<file path="src/sv/acl_pkg.sv">
// Shared widths, payload types and datapath control for the autocorrelation unit.
package acl_pkg;

  localparam int unsigned SAMPLE_W = 16;
  localparam int unsigned PROD_W   = 2 * SAMPLE_W;
  localparam int unsigned LAG_W    = 6;
  localparam int unsigned VALUE_W  = 42;

  typedef logic signed [SAMPLE_W-1:0] sample_t;
  typedef logic signed [PROD_W-1:0]   prod_t;
  typedef logic signed [VALUE_W-1:0]  value_t;
  typedef logic [LAG_W-1:0]           lag_t;

  // Control from the sequencer to the multiply-accumulate datapath
  typedef struct packed {
    logic clear;  // zero the accumulator at the start of a lag
    logic valid;  // operand pair from the store is present this cycle
  } mac_ctrl_t;

endpackage

</file>
<file path="src/sv/acl_ifs.sv">
// Valid/ready channel interfaces for sample input and result output.
interface acl_sample_if;
  logic              valid;
  logic              ready;
  acl_pkg::sample_t  sample;
  logic              last_sample;

  modport source (output valid, output sample, output last_sample, input ready);
  modport sink   (input valid, input sample, input last_sample, output ready);
endinterface

interface acl_result_if;
  logic             valid;
  logic             ready;
  acl_pkg::lag_t    lag;
  acl_pkg::value_t  value;
  logic             last_result;

  modport source (output valid, output lag, output value, output last_result, input ready);
  modport sink   (input valid, input lag, input value, input last_result, output ready);
endinterface

</file>
<file path="src/sv/acl_store.sv">
// Sample memory: one write port, two registered read ports.
module acl_store #(
  parameter int unsigned DEPTH = 64
) (
  input  logic                     clk,
  input  logic                     wr_en,
  input  logic [$clog2(DEPTH)-1:0] wr_addr,
  input  acl_pkg::sample_t         wr_data,
  input  logic [$clog2(DEPTH)-1:0] rd_addr_a,
  input  logic [$clog2(DEPTH)-1:0] rd_addr_b,
  output acl_pkg::sample_t         rd_data_a,
  output acl_pkg::sample_t         rd_data_b
);

  acl_pkg::sample_t mem [DEPTH];

  always_ff @(posedge clk) begin
    if (wr_en) begin
      mem[wr_addr] <= wr_data;
    end
    rd_data_a <= mem[rd_addr_a];
    rd_data_b <= mem[rd_addr_b];
  end

endmodule

</file>
<file path="src/sv/acl_mac.sv">
// Registered multiply followed by a 42-bit accumulator.
module acl_mac (
  input  logic               clk,
  input  logic               rst,
  input  acl_pkg::mac_ctrl_t ctrl,
  input  acl_pkg::sample_t   a,
  input  acl_pkg::sample_t   b,
  output acl_pkg::value_t    acc,
  output logic               busy
);

  acl_pkg::prod_t prod;
  logic           prod_valid;

  always_ff @(posedge clk) begin
    prod <= a * b;
    if (rst) begin
      prod_valid <= 1'b0;
    end else begin
      prod_valid <= ctrl.valid;
    end
    if (ctrl.clear) begin
      acc <= '0;
    end else if (prod_valid) begin
      acc <= acc + {{(acl_pkg::VALUE_W - acl_pkg::PROD_W){prod[acl_pkg::PROD_W-1]}}, prod};
    end
  end

  assign busy = prod_valid;

endmodule

</file>
<file path="src/sv/autocorrelation_all_lags_unit.sv">
// Top level of the biased autocorrelation unit over all lags of a sample set.
//
// Samples (signed Q1.15) arrive one transaction at a time and are written to an
// internal store; a sample flagged last_sample, or the sample that fills the
// store to DEPTH entries, closes the set. The unit then emits one result
// transaction per lag, lag 0 up to N-1 for a set of N samples, each value being
// the exact sum of x[i]*x[i+lag] over i with i+lag < N (Q12.30, 42-bit two's
// complement); last_result marks lag N-1. Samples are not taken while the
// results of a set are being computed. Each sample of the set is loaded in
// turn; lag k then issues N-k products, after which the values drain through
// the read/multiply/accumulate pipeline and the sum is handed to the output
// register. The pace is set by the single multiplier fed by the two read
// ports of the sample memory, one product per cycle while the pairs of a lag
// are read. The output register lets the next set start loading while the
// final result of the previous set still waits to be taken.
module autocorrelation_all_lags_unit #(
  parameter int unsigned DEPTH = 64
) (
  input  logic         clk,
  input  logic         rst,
  acl_sample_if.sink   samples,
  acl_result_if.source results
);

  localparam int unsigned AW = $clog2(DEPTH);

  typedef enum logic [2:0] {
    ST_COLLECT = 3'b001,  // loading samples into the store
    ST_ISSUE   = 3'b010,  // reading operand pairs for the current lag
    ST_FLUSH   = 3'b100   // draining the pipeline, then handing off the result
  } state_t;

  state_t             state;
  logic [AW-1:0]      count;     // next write address while collecting
  logic [AW-1:0]      last_idx;  // index of the final sample of the set
  logic [AW-1:0]      lag;
  logic [AW-1:0]      idx;
  logic               rd_valid;

  logic               sample_take;
  logic               set_done;
  logic [AW-1:0]      addr_b;
  logic               pipe_empty;
  logic               out_free;
  logic               emit;
  logic               final_lag;

  acl_pkg::sample_t   rd_data_a;
  acl_pkg::sample_t   rd_data_b;
  acl_pkg::value_t    acc;
  logic               mac_busy;
  acl_pkg::mac_ctrl_t mac_ctrl;

  // Output register
  logic               out_valid;
  acl_pkg::lag_t      out_lag;
  acl_pkg::value_t    out_value;
  logic               out_last;

  assign samples.ready = (state == ST_COLLECT);
  assign sample_take   = samples.valid && samples.ready;
  assign set_done      = samples.last_sample || (count == AW'(DEPTH - 1));

  assign addr_b     = idx + lag;
  assign pipe_empty = !rd_valid && !mac_busy;
  assign out_free   = !out_valid || results.ready;
  assign emit       = (state == ST_FLUSH) && pipe_empty && out_free;
  assign final_lag  = (lag == last_idx);

  // Accumulator restarts whenever a lag begins
  assign mac_ctrl.clear = (sample_take && set_done) || (emit && !final_lag);
  assign mac_ctrl.valid = rd_valid;

  acl_store #(.DEPTH(DEPTH)) u_store (
    .clk      (clk),
    .wr_en    (sample_take),
    .wr_addr  (count),
    .wr_data  (samples.sample),
    .rd_addr_a(idx),
    .rd_addr_b(addr_b),
    .rd_data_a(rd_data_a),
    .rd_data_b(rd_data_b)
  );

  acl_mac u_mac (
    .clk (clk),
    .rst (rst),
    .ctrl(mac_ctrl),
    .a   (rd_data_a),
    .b   (rd_data_b),
    .acc (acc),
    .busy(mac_busy)
  );

  // Sequencer
  always_ff @(posedge clk) begin
    if (rst) begin
      state    <= ST_COLLECT;
      count    <= '0;
      rd_valid <= 1'b0;
    end else begin
      rd_valid <= (state == ST_ISSUE);
      case (state)
        ST_COLLECT: begin
          if (sample_take) begin
            if (set_done) begin
              last_idx <= count;
              count    <= '0;
              lag      <= '0;
              idx      <= '0;
              state    <= ST_ISSUE;
            end else begin
              count <= count + 1'b1;
            end
          end
        end
        ST_ISSUE: begin
          // Last pair of this lag once the far operand reaches the final sample
          if (addr_b == last_idx) begin
            state <= ST_FLUSH;
          end else begin
            idx <= idx + 1'b1;
          end
        end
        ST_FLUSH: begin
          if (emit) begin
            if (final_lag) begin
              state <= ST_COLLECT;
            end else begin
              lag   <= lag + 1'b1;
              idx   <= '0;
              state <= ST_ISSUE;
            end
          end
        end
        default: begin
          state <= ST_COLLECT;
        end
      endcase
    end
  end

  // Result register: loaded on hand-off, cleared when the transaction completes
  always_ff @(posedge clk) begin
    if (rst) begin
      out_valid <= 1'b0;
    end else if (emit) begin
      out_valid <= 1'b1;
    end else if (results.ready) begin
      out_valid <= 1'b0;
    end
    if (emit) begin
      out_lag   <= acl_pkg::LAG_W'(lag);
      out_value <= acc;
      out_last  <= final_lag;
    end
  end

  assign results.valid       = out_valid;
  assign results.lag         = out_lag;
  assign results.value       = out_value;
  assign results.last_result = out_last;

endmodule

</file>
<file path="src/flat_wrapper.sv">
// flat-port wrapper written by rule: the top's interface ports become plain ports
module autocorrelation_all_lags_unit_flat 
#(
  parameter int unsigned DEPTH = 64
)
  (clk, rst, samples_valid, samples_sample, samples_last_sample, samples_ready, results_valid, results_lag, results_value, results_last_result, results_ready);
  acl_sample_if samples_i ();
  acl_result_if results_i ();
  input  logic clk;
  input  logic rst;
  input wire logic [$bits(samples_i.valid)-1:0] samples_valid;
  input wire logic [$bits(samples_i.sample)-1:0] samples_sample;
  input wire logic [$bits(samples_i.last_sample)-1:0] samples_last_sample;
  output wire logic [$bits(samples_i.ready)-1:0] samples_ready;
  output wire logic [$bits(results_i.valid)-1:0] results_valid;
  output wire logic [$bits(results_i.lag)-1:0] results_lag;
  output wire logic [$bits(results_i.value)-1:0] results_value;
  output wire logic [$bits(results_i.last_result)-1:0] results_last_result;
  input wire logic [$bits(results_i.ready)-1:0] results_ready;
  assign samples_i.valid = samples_valid;
  assign samples_i.sample = samples_sample;
  assign samples_i.last_sample = samples_last_sample;
  assign samples_ready = samples_i.ready;
  assign results_valid = results_i.valid;
  assign results_lag = results_i.lag;
  assign results_value = results_i.value;
  assign results_last_result = results_i.last_result;
  assign results_i.ready = results_ready;
  autocorrelation_all_lags_unit #(.DEPTH(DEPTH)) u_core (.clk(clk), .rst(rst), .samples(samples_i), .results(results_i));
endmodule
</file>
<file path="config.mk">
export PLATFORM = sky130hd
export DESIGN_NAME = autocorrelation_all_lags_unit_flat
export DESIGN_NICKNAME = d
export VERILOG_FILES = /design/src/sv/acl_pkg.sv /design/src/sv/acl_ifs.sv /design/src/sv/acl_store.sv /design/src/sv/acl_mac.sv /design/src/sv/autocorrelation_all_lags_unit.sv /design/src/flat_wrapper.sv
export SDC_FILE = /design/constraint.sdc
export NUM_CORES = 2
export LEC_CHECK = 0
export BUFFER_PORTS_ARGS = -buffer_cell sky130_fd_sc_hd__buf_2
export CORE_UTILIZATION = 64
export DETAILED_ROUTE_END_ITERATION = 10
export PLACE_DENSITY = 0.81
export SYNTH_ARGS = -nofsm -noshare
export SYNTH_HDL_FRONTEND = slang
export SYNTH_SLANG_ARGS = --single-unit
</file>
<file path="constraint.sdc">
create_clock -name clk -period 8.74 [get_ports clk]
set_input_delay 0.437 -clock clk [delete_from_list [all_inputs] [get_ports clk]]
set_output_delay 0.437 -clock clk [all_outputs]
set_load 0.03 [all_outputs]
</file>
# After elaboration in Yosys (flattened, before gate mapping)
# Memories as Yosys holds them, arrays and structs flattened. A register that Yosys moved wholly into a read port is not among the register bits.
# Cells that the tools add are included.
[totals] ff_bits=153 ramBits=1024 inputBits=21 out_inout_bits=51 elab_cells=74 mem_count=1
[classes] add_sub_neg=5 multipliers=1 eq_ne=12 n_mux=20 bitwise=1 reduce_logical=21
[mem_list] memory="u_core.u_store.mem" depth=64 word_bits=16 rd=2 rd_clocked_by_memory_dff=2 wr=1 line="acl_store.sv:15" source="acl_pkg::sample_t mem [DEPTH];"
[op_table] operator="6-bit 2-to-1 mux" count=8
[op_table] operator="42-bit adder" count=1
[op_table] operator="16-bit by 16-bit multiplier with 32-bit output" count=1
[op_table] operator="6-bit by 1-bit adder with 6-bit output, second input constant" count=3
[op_table] operator="6-bit case mux with 3 select lines" count=1
[op_table] operator="6-bit == test" count=2
[op_table] operator="3-bit 2-to-1 mux" count=4
[op_table] operator="6-bit case mux with 2 select lines" count=1
[op_table] operator="2-bit != test, second input constant" count=5
[op_table] operator="3-bit case mux with 3 select lines" count=1
[op_table] operator="4-bit AND reduction" count=2
[op_table] operator="7-bit AND reduction" count=1
[op_table] operator="6-bit adder" count=1
[op_table] operator="6-bit == test, second input constant" count=1
[op_table] operator="1-bit logical AND" count=6
[op_table] operator="6-bit AND reduction" count=1
[op_table] operator="1-bit logical NOT" count=4
[op_table] operator="1-bit 2-to-1 mux" count=4
[op_table] operator="2-bit nonzero test" count=2
[op_table] operator="3-bit by 1-bit == test with 1-bit output, second input constant" count=1
[op_table] operator="3-bit by 2-bit == test with 1-bit output, second input constant" count=1
[op_table] operator="3-bit == test, second input constant" count=1
[op_table] operator="1-bit logical OR" count=3
[op_table] operator="3-bit nonzero test" count=1
[op_table] operator="4 further kinds" count=4

# Logic depth before layout (Yosys ltp)
[logic_depth] depth_word=6 depth_mapped=23 mapped_depth_nobuf=22

# Hierarchy
# Synthesis repeated with hierarchy kept, for this count alone.
[unflattened] hier_cells=4382 hier_area_um2=66168.5
[modules_own_cells] mod="acl_store" instances=1 cells_per_inst=2582 area_per_inst_um2=48836.8 seq_area_each_um2=31390.1
[modules_own_cells] mod="acl_mac" instances=1 cells_per_inst=1597 area_per_inst_um2=14224.9 seq_area_each_um2=1501.4
[modules_own_cells] mod="autocorrelation_all_lags_unit" instances=1 cells_per_inst=203 area_per_inst_um2=3106.7 seq_area_each_um2=2232.1

# Least setup slack after synthesis
# OpenSTA, ideal clock, no wires.
[synth_path] path_type="flip-flop to flip-flop" startpoint="register u_core.state[1]" endpoint="register u_core.u_mac.acc[37]" setup_time_ns=0.127 arrival_ns=6.874 required_time_ns=8.613 setup_slack_ns=1.739 stages_incl_launch_ff=9 n_path_buf=1 period_less_slack_ns=7.001 cell_sequence="dfxtp_1 -> nor2_1 -> nand2_1 -> nor4_1 -> inv_1 -> o21ai_1 -> clkbuf_1 -> nor3b_1 -> or3_1"
[synth_via] elab_chain_len=5 elab_cells_between_ends=8 cone_classes="eq/ne (2); reduce/logical (6)"
[synth_rtl] element="from (decl)" line="autocorrelation_all_lags_unit.sv:33" source="state_t state;"
[synth_rtl] element="from (signal assigned)" line="autocorrelation_all_lags_unit.sv:98" source="state <= ST_COLLECT;"
[synth_rtl] element="from (signal assigned)" line="autocorrelation_all_lags_unit.sv:111" source="state <= ST_ISSUE;"
[synth_rtl] element="from (signal assigned)" line="autocorrelation_all_lags_unit.sv:120" source="state <= ST_FLUSH;"
[synth_rtl] element="3-bit == test" line="autocorrelation_all_lags_unit.sv:67" source="assign emit = (state == ST_FLUSH) && pipe_empty && out_free;"
[synth_rtl] element="1-bit logical AND (2 in a row)" line="autocorrelation_all_lags_unit.sv:67"
[synth_rtl] element="via u_core.emit" line="autocorrelation_all_lags_unit.sv:45" source="logic emit;"
[synth_rtl] element="1-bit logical AND" line="autocorrelation_all_lags_unit.sv:71" source="assign mac_ctrl.clear = (sample_take && set_done) || (emit && !final_lag);"
[synth_rtl] element="1-bit logical OR" line="autocorrelation_all_lags_unit.sv:71"
[synth_rtl] element="to (signal assigned)" line="acl_mac.sv:25" source="acc <= acc + {{(acl_pkg::VALUE_W - acl_pkg::PROD_W){prod[acl_pkg::PROD_W-1]}}, prod};"
[synth_rtl] element="to (decl)" line="acl_mac.sv:8" source="output acl_pkg::value_t acc,"
# The timed path passes the listed nets, and every way through them passes these cells.
# A chain may end at the register's enable or synchronous reset.

# Worst setup path in the final report
[layout_path] startpoint="register u_core.u_store.rd_data_b[7], read port of u_core.u_store.mem" endpoint="register u_core.u_mac.prod[31]"
[layout_via] elab_chain_len=1
[layout_rtl] element="from (decl)" line="acl_store.sv:12" source="output acl_pkg::sample_t rd_data_b"
[layout_rtl] element="16-bit by 16-bit multiplier with 32-bit output" line="acl_mac.sv:16" source="prod <= a * b;"
[layout_rtl] element="to (signal assigned)" line="acl_mac.sv:16"
[layout_rtl] element="to (decl)" line="acl_mac.sv:12" source="acl_pkg::prod_t prod;"
# Every way passes these cells.

==> Implementation_results.wiki <==
{| class="wikitable"
! Metric !! Value
|-
| Kind of start point of the critical path || flip-flop
|-
| Class of the tightest hold or removal check || input port to flip-flop
|-
| Combined area of all synthesized cells || 64900 um2
|-
| Most used DFF post-synth || sky130_fd_sc_hd__edfxtp_1
|-
| Max frequency || ~150 MHz
|-
| Cell type with the highest aggregate area in the netlist || sky130_fd_sc_hd__edfxtp_1
|-
| RSZ-0062 raised after global routing || false
|-
| Post-DP Area || approximately 67000 um2
|-
| Fin crit period || about 6.7 ns
|-
| Run status || complete, no violations
|-
| Post-synth top area share || 0.505
|-
| Floorplan Core Area || roughly 100000 um2
|-
| Largest family of logic cells by synthesized area || multiplexers
|-
| Site Rows || 116
|-
| Net count reported at finish || around 4300
|-
| Boundary pin count || 72
|-
| Sequential-to-total area share from yosys stat || 0.541
|-
| Worst clock skew || 0.0679 ns
|-
| Post-synthesis average cell area || between 15 and 20 um2
|-
| Largest net degree at the start of global routing || 94
|-
| Clock Latency Late Sink || just under 0.8 ns
|-
| Final Setup Violations || 0
|-
| Number of standard cells after synthesis || ~3800
|-
| Post-detailed-routing wire length || around 180000 um
|-
| Critical path data required time || ~9.3 ns
|-
| Overall die area || 103000 um2
|-
| Most numerous cell in the Yosys netlist || sky130_fd_sc_hd__edfxtp_1
|-
| Placer congestion estimate || 0.906
|-
| Clock sink total || between 1000 and 1500
|-
| Maximum fanout encountered on the critical timing path || 16
|-
| Post-Layout Inst Area || between 70000 and 80000 um2
|-
| Count of routing violations after the opening detailed-route iteration || ~5200
|-
| Asr flop ratio synth || 0
|-
| Global-route wire length before repair || between 200000 and 300000 um
|-
| Number of H-tree levels || 3
|-
| Initial DRT Pass Iterations || 8
|-
| Die outline height || ~320 um
|-
| Slew at the pin with the worst max-slew slack || ~1.2 ns
|-
| Post-route setup TNS || 0 ns
|-
| Final clock period utilization by the worst path || 0.764
|-
| Kind of capture point of the worst setup path || flip-flop
|-
| Number of buffers created by CTS || 115
|-
| Number of nets with antenna violations after routing || 0
|-
| Distinct cells, synth || 67
|-
| Final hold violation count || 0
|-
| Vias in the first global route || between 30000 and 40000
|-
| Compound-gate portion of the synthesized area || 0.0265
|-
| Number of buffers between clock root and the deepest sink || 3
|-
| Buffer type at the clock tree root || sky130_fd_sc_hd__clkbuf_16
|-
| Hold buffer count at CTS || 1
|-
| Simple-gate portion of the synthesized area || 0.0458
|-
| Post-synthesis share of cell area spent on xor and xnor gates || 0.0129
|-
| Routed vias/inst || 7.30
|-
| Resized Gates After CTS || 0
|-
| Arrival time of data at the critical path endpoint || around 7.3 ns
|-
| Layout cell share with drive strength beyond 1 || 0.268
|-
| Clock slew seen by the registers of the worst setup and hold paths || 0.07 ns
|-
| Headroom to the max-slew limit || 0.196
|-
| GR Util All Layers || 0.369
|-
| CTS tree || yes
|-
| Fill cell total of the finished layout || roughly 6000
|-
| Nets in the synthesized netlist || 4212
|-
| Starting Density || 0.647
|-
| Leading post-synthesis cells by instance count || sky130_fd_sc_hd__edfxtp_1 (1091), sky130_fd_sc_hd__mux4_2 (656), sky130_fd_sc_hd__inv_1 (291)
|-
| Routed length per placed instance || 34.6 um
|-
| Number of antenna violations at the first check in global routing || 7
|-
| Yosys reg bits || ~1200
|-
| DRC violations left || 0
|-
| Type of the worst setup path || flip-flop to flip-flop
|-
| Die X || between 300 and 400 um
|-
| Hpwl dp || about 110000 um
|-
| Fraction of the mapped netlist area in adder cells || 0.107
|-
| Quantity of I/O buffers inserted on ports || slightly above 70
|-
| Max-slew violation count || 0
|-
| Area added between synthesis and finish || 9.15%
|-
| Number of enable-type register cells in the synthesized netlist || 1091
|-
| Ranking of synthesized cells by area || sky130_fd_sc_hd__edfxtp_1 (50%), sky130_fd_sc_hd__mux4_2 (23%), sky130_fd_sc_hd__fa_1 (8.1%)
|-
| Sum of overflow across all layers after global routing || 0
|-
| Post-CTS setup-driven buffer insertion count || 0
|-
| Post-synthesis mux area share || 0.235
|-
| Routed via count || between 30000 and 40000
|-
| Count of max-cap constraint violations || 0
|-
| Yosys warning count || 0
|}
==> layout make-up <==
class                   count  area [um2]  area share
repair buffers            164        1140      0.0161
diodes                      1        2.50   0.0000353
well taps                1357        1700      0.0240
clock buffers             143        3080      0.0434
flip-flops and latches   1209       35100       0.496
inverters                 291        1090      0.0154
clock inverters            71         729      0.0103
multi-input cells        2074       28000       0.395
==> worst max-delay path: stages (launching register included) <==
cell and delay, ns:
sky130_fd_sc_hd__dfxtp_1 0.74, sky130_fd_sc_hd__nand2_1 0.19, sky130_fd_sc_hd__fa_1 0.57, sky130_fd_sc_hd__inv_1 0.05
sky130_fd_sc_hd__fa_1 0.50, sky130_fd_sc_hd__inv_1 0.06, sky130_fd_sc_hd__fa_1 0.54, sky130_fd_sc_hd__inv_1 0.05
sky130_fd_sc_hd__fa_1 0.45, sky130_fd_sc_hd__fa_1 0.49, sky130_fd_sc_hd__inv_1 0.04, sky130_fd_sc_hd__fa_1 0.47
sky130_fd_sc_hd__inv_1 0.04, sky130_fd_sc_hd__ha_1 0.35, sky130_fd_sc_hd__and3_1 0.22, sky130_fd_sc_hd__o2111ai_1 0.14
sky130_fd_sc_hd__a21oi_1 0.28, sky130_fd_sc_hd__o2111ai_1 0.29, sky130_fd_sc_hd__a31oi_1 0.35, sky130_fd_sc_hd__nor3_1 0.12
sky130_fd_sc_hd__o41ai_1 0.34, sky130_fd_sc_hd__a21oi_1 0.13, sky130_fd_sc_hd__xnor2_1 0.14
==> layer usage <==
layer  part of all wire  global-route usage  up-vias  wire, um
li1                   -                   -    14900         -
met1               0.32               0.446    19900     58000
met2               0.48               0.590     3125     88400
met3               0.13               0.106      766     23200
met4              0.075               0.226       12     13800
met5            0.00044                   0        -        80
==> cell usage in the layout, fill, tap and decap left out, types with 18 or more instances in the layout <==
| master | count |
|---|---|
| sky130_fd_sc_hd__fa_1 | 263 |
| sky130_fd_sc_hd__inv_1 | 291 |
| sky130_fd_sc_hd__o21ai_0 | 27 |
| sky130_fd_sc_hd__nand2b_1 | 18 |
| sky130_fd_sc_hd__nand3_1 | 28 |
| sky130_fd_sc_hd__buf_2 | 71 |
| sky130_fd_sc_hd__clkbuf_1 | 22 |
| sky130_fd_sc_hd__xor2_1 | 36 |
| sky130_fd_sc_hd__mux2i_1 | 50 |
| sky130_fd_sc_hd__ha_1 | 130 |
| sky130_fd_sc_hd__nor3_1 | 21 |
| sky130_fd_sc_hd__nor2_2 | 55 |
| sky130_fd_sc_hd__nand2_1 | 176 |
| sky130_fd_sc_hd__a21oi_1 | 83 |
| sky130_fd_sc_hd__a21o_1 | 37 |
| sky130_fd_sc_hd__nor2b_1 | 28 |
| sky130_fd_sc_hd__a211oi_1 | 25 |
| sky130_fd_sc_hd__dfxtp_1 | 117 |
| sky130_fd_sc_hd__buf_4 | 85 |
| sky130_fd_sc_hd__and2_1 | 129 |
| sky130_fd_sc_hd__xnor2_1 | 56 |
| sky130_fd_sc_hd__mux4_2 | 656 |
| sky130_fd_sc_hd__clkbuf_16 | 118 |
| sky130_fd_sc_hd__edfxtp_1 | 1091 |
| sky130_fd_sc_hd__nor2_1 | 100 |
| sky130_fd_sc_hd__clkinv_1 | 33 |
==> worst paths after layout <==
kind                            slack (ns)                                  to                                start  depth (start not counted)
worst min-delay path                  0.05   u_core.results.valid$_SDFFE_PP0P_                        results_ready                          4
worst min register to register        0.46  u_core.results.value[41]$_DFFE_PP_    u_core.u_mac.acc[41]$_SDFFE_PP0P_                          0
worst max register to register        2.06       u_core.u_mac.prod[31]$_DFF_P_  u_core.u_store.rd_data_b[7]$_DFF_P_                         22
worst max-delay path                  2.06       u_core.u_mac.prod[31]$_DFF_P_  u_core.u_store.rd_data_b[7]$_DFF_P_                         22
==> metrics by stage <==
step / cells / hold WS [ns] / utilization / worst slack, ns
floorplan: 3796 / 0.406 / - / 1.74
global placement: 5094 / 0.441 / 0.669 / 2.33
detailed placement: 5094 / 0.441 / 0.669 / 2.16
CTS: 5309 / 0.0255 / 0.707 / 2.17
global route: 5309 / 0.0587 / 0.707 / 1.73
finish: 5310 / 0.0520 / 0.707 / 2.06
==> cells by family (layout without fill, tap and decap cells) <==
kind of cell | Yosys count | in the layout
xor gates and xnor gates | 96 | 96
DFF | 1209 | 1209
AOI/OAI and AO/OA | 261 | 261
and+or+nand+nor | 616 | 616
muxes | 706 | 706
other | 0 | 1
adders and majority gates | 395 | 395
buffers and inverters | 513 | 669
==> sequential cells by signal (all words and copies together), names as in the netlist, 16 cells and up <==
name,count
u_core.u_store.mem,1024
u_core.results.value,42
u_core.u_mac.acc,42
u_core.u_mac.prod,32
u_core.u_store.rd_data_a,16
u_core.u_store.rd_data_b,16
Power is not shown: default switching activity piles up to over one toggle a cycle in this logic, so the estimate is an artifact.
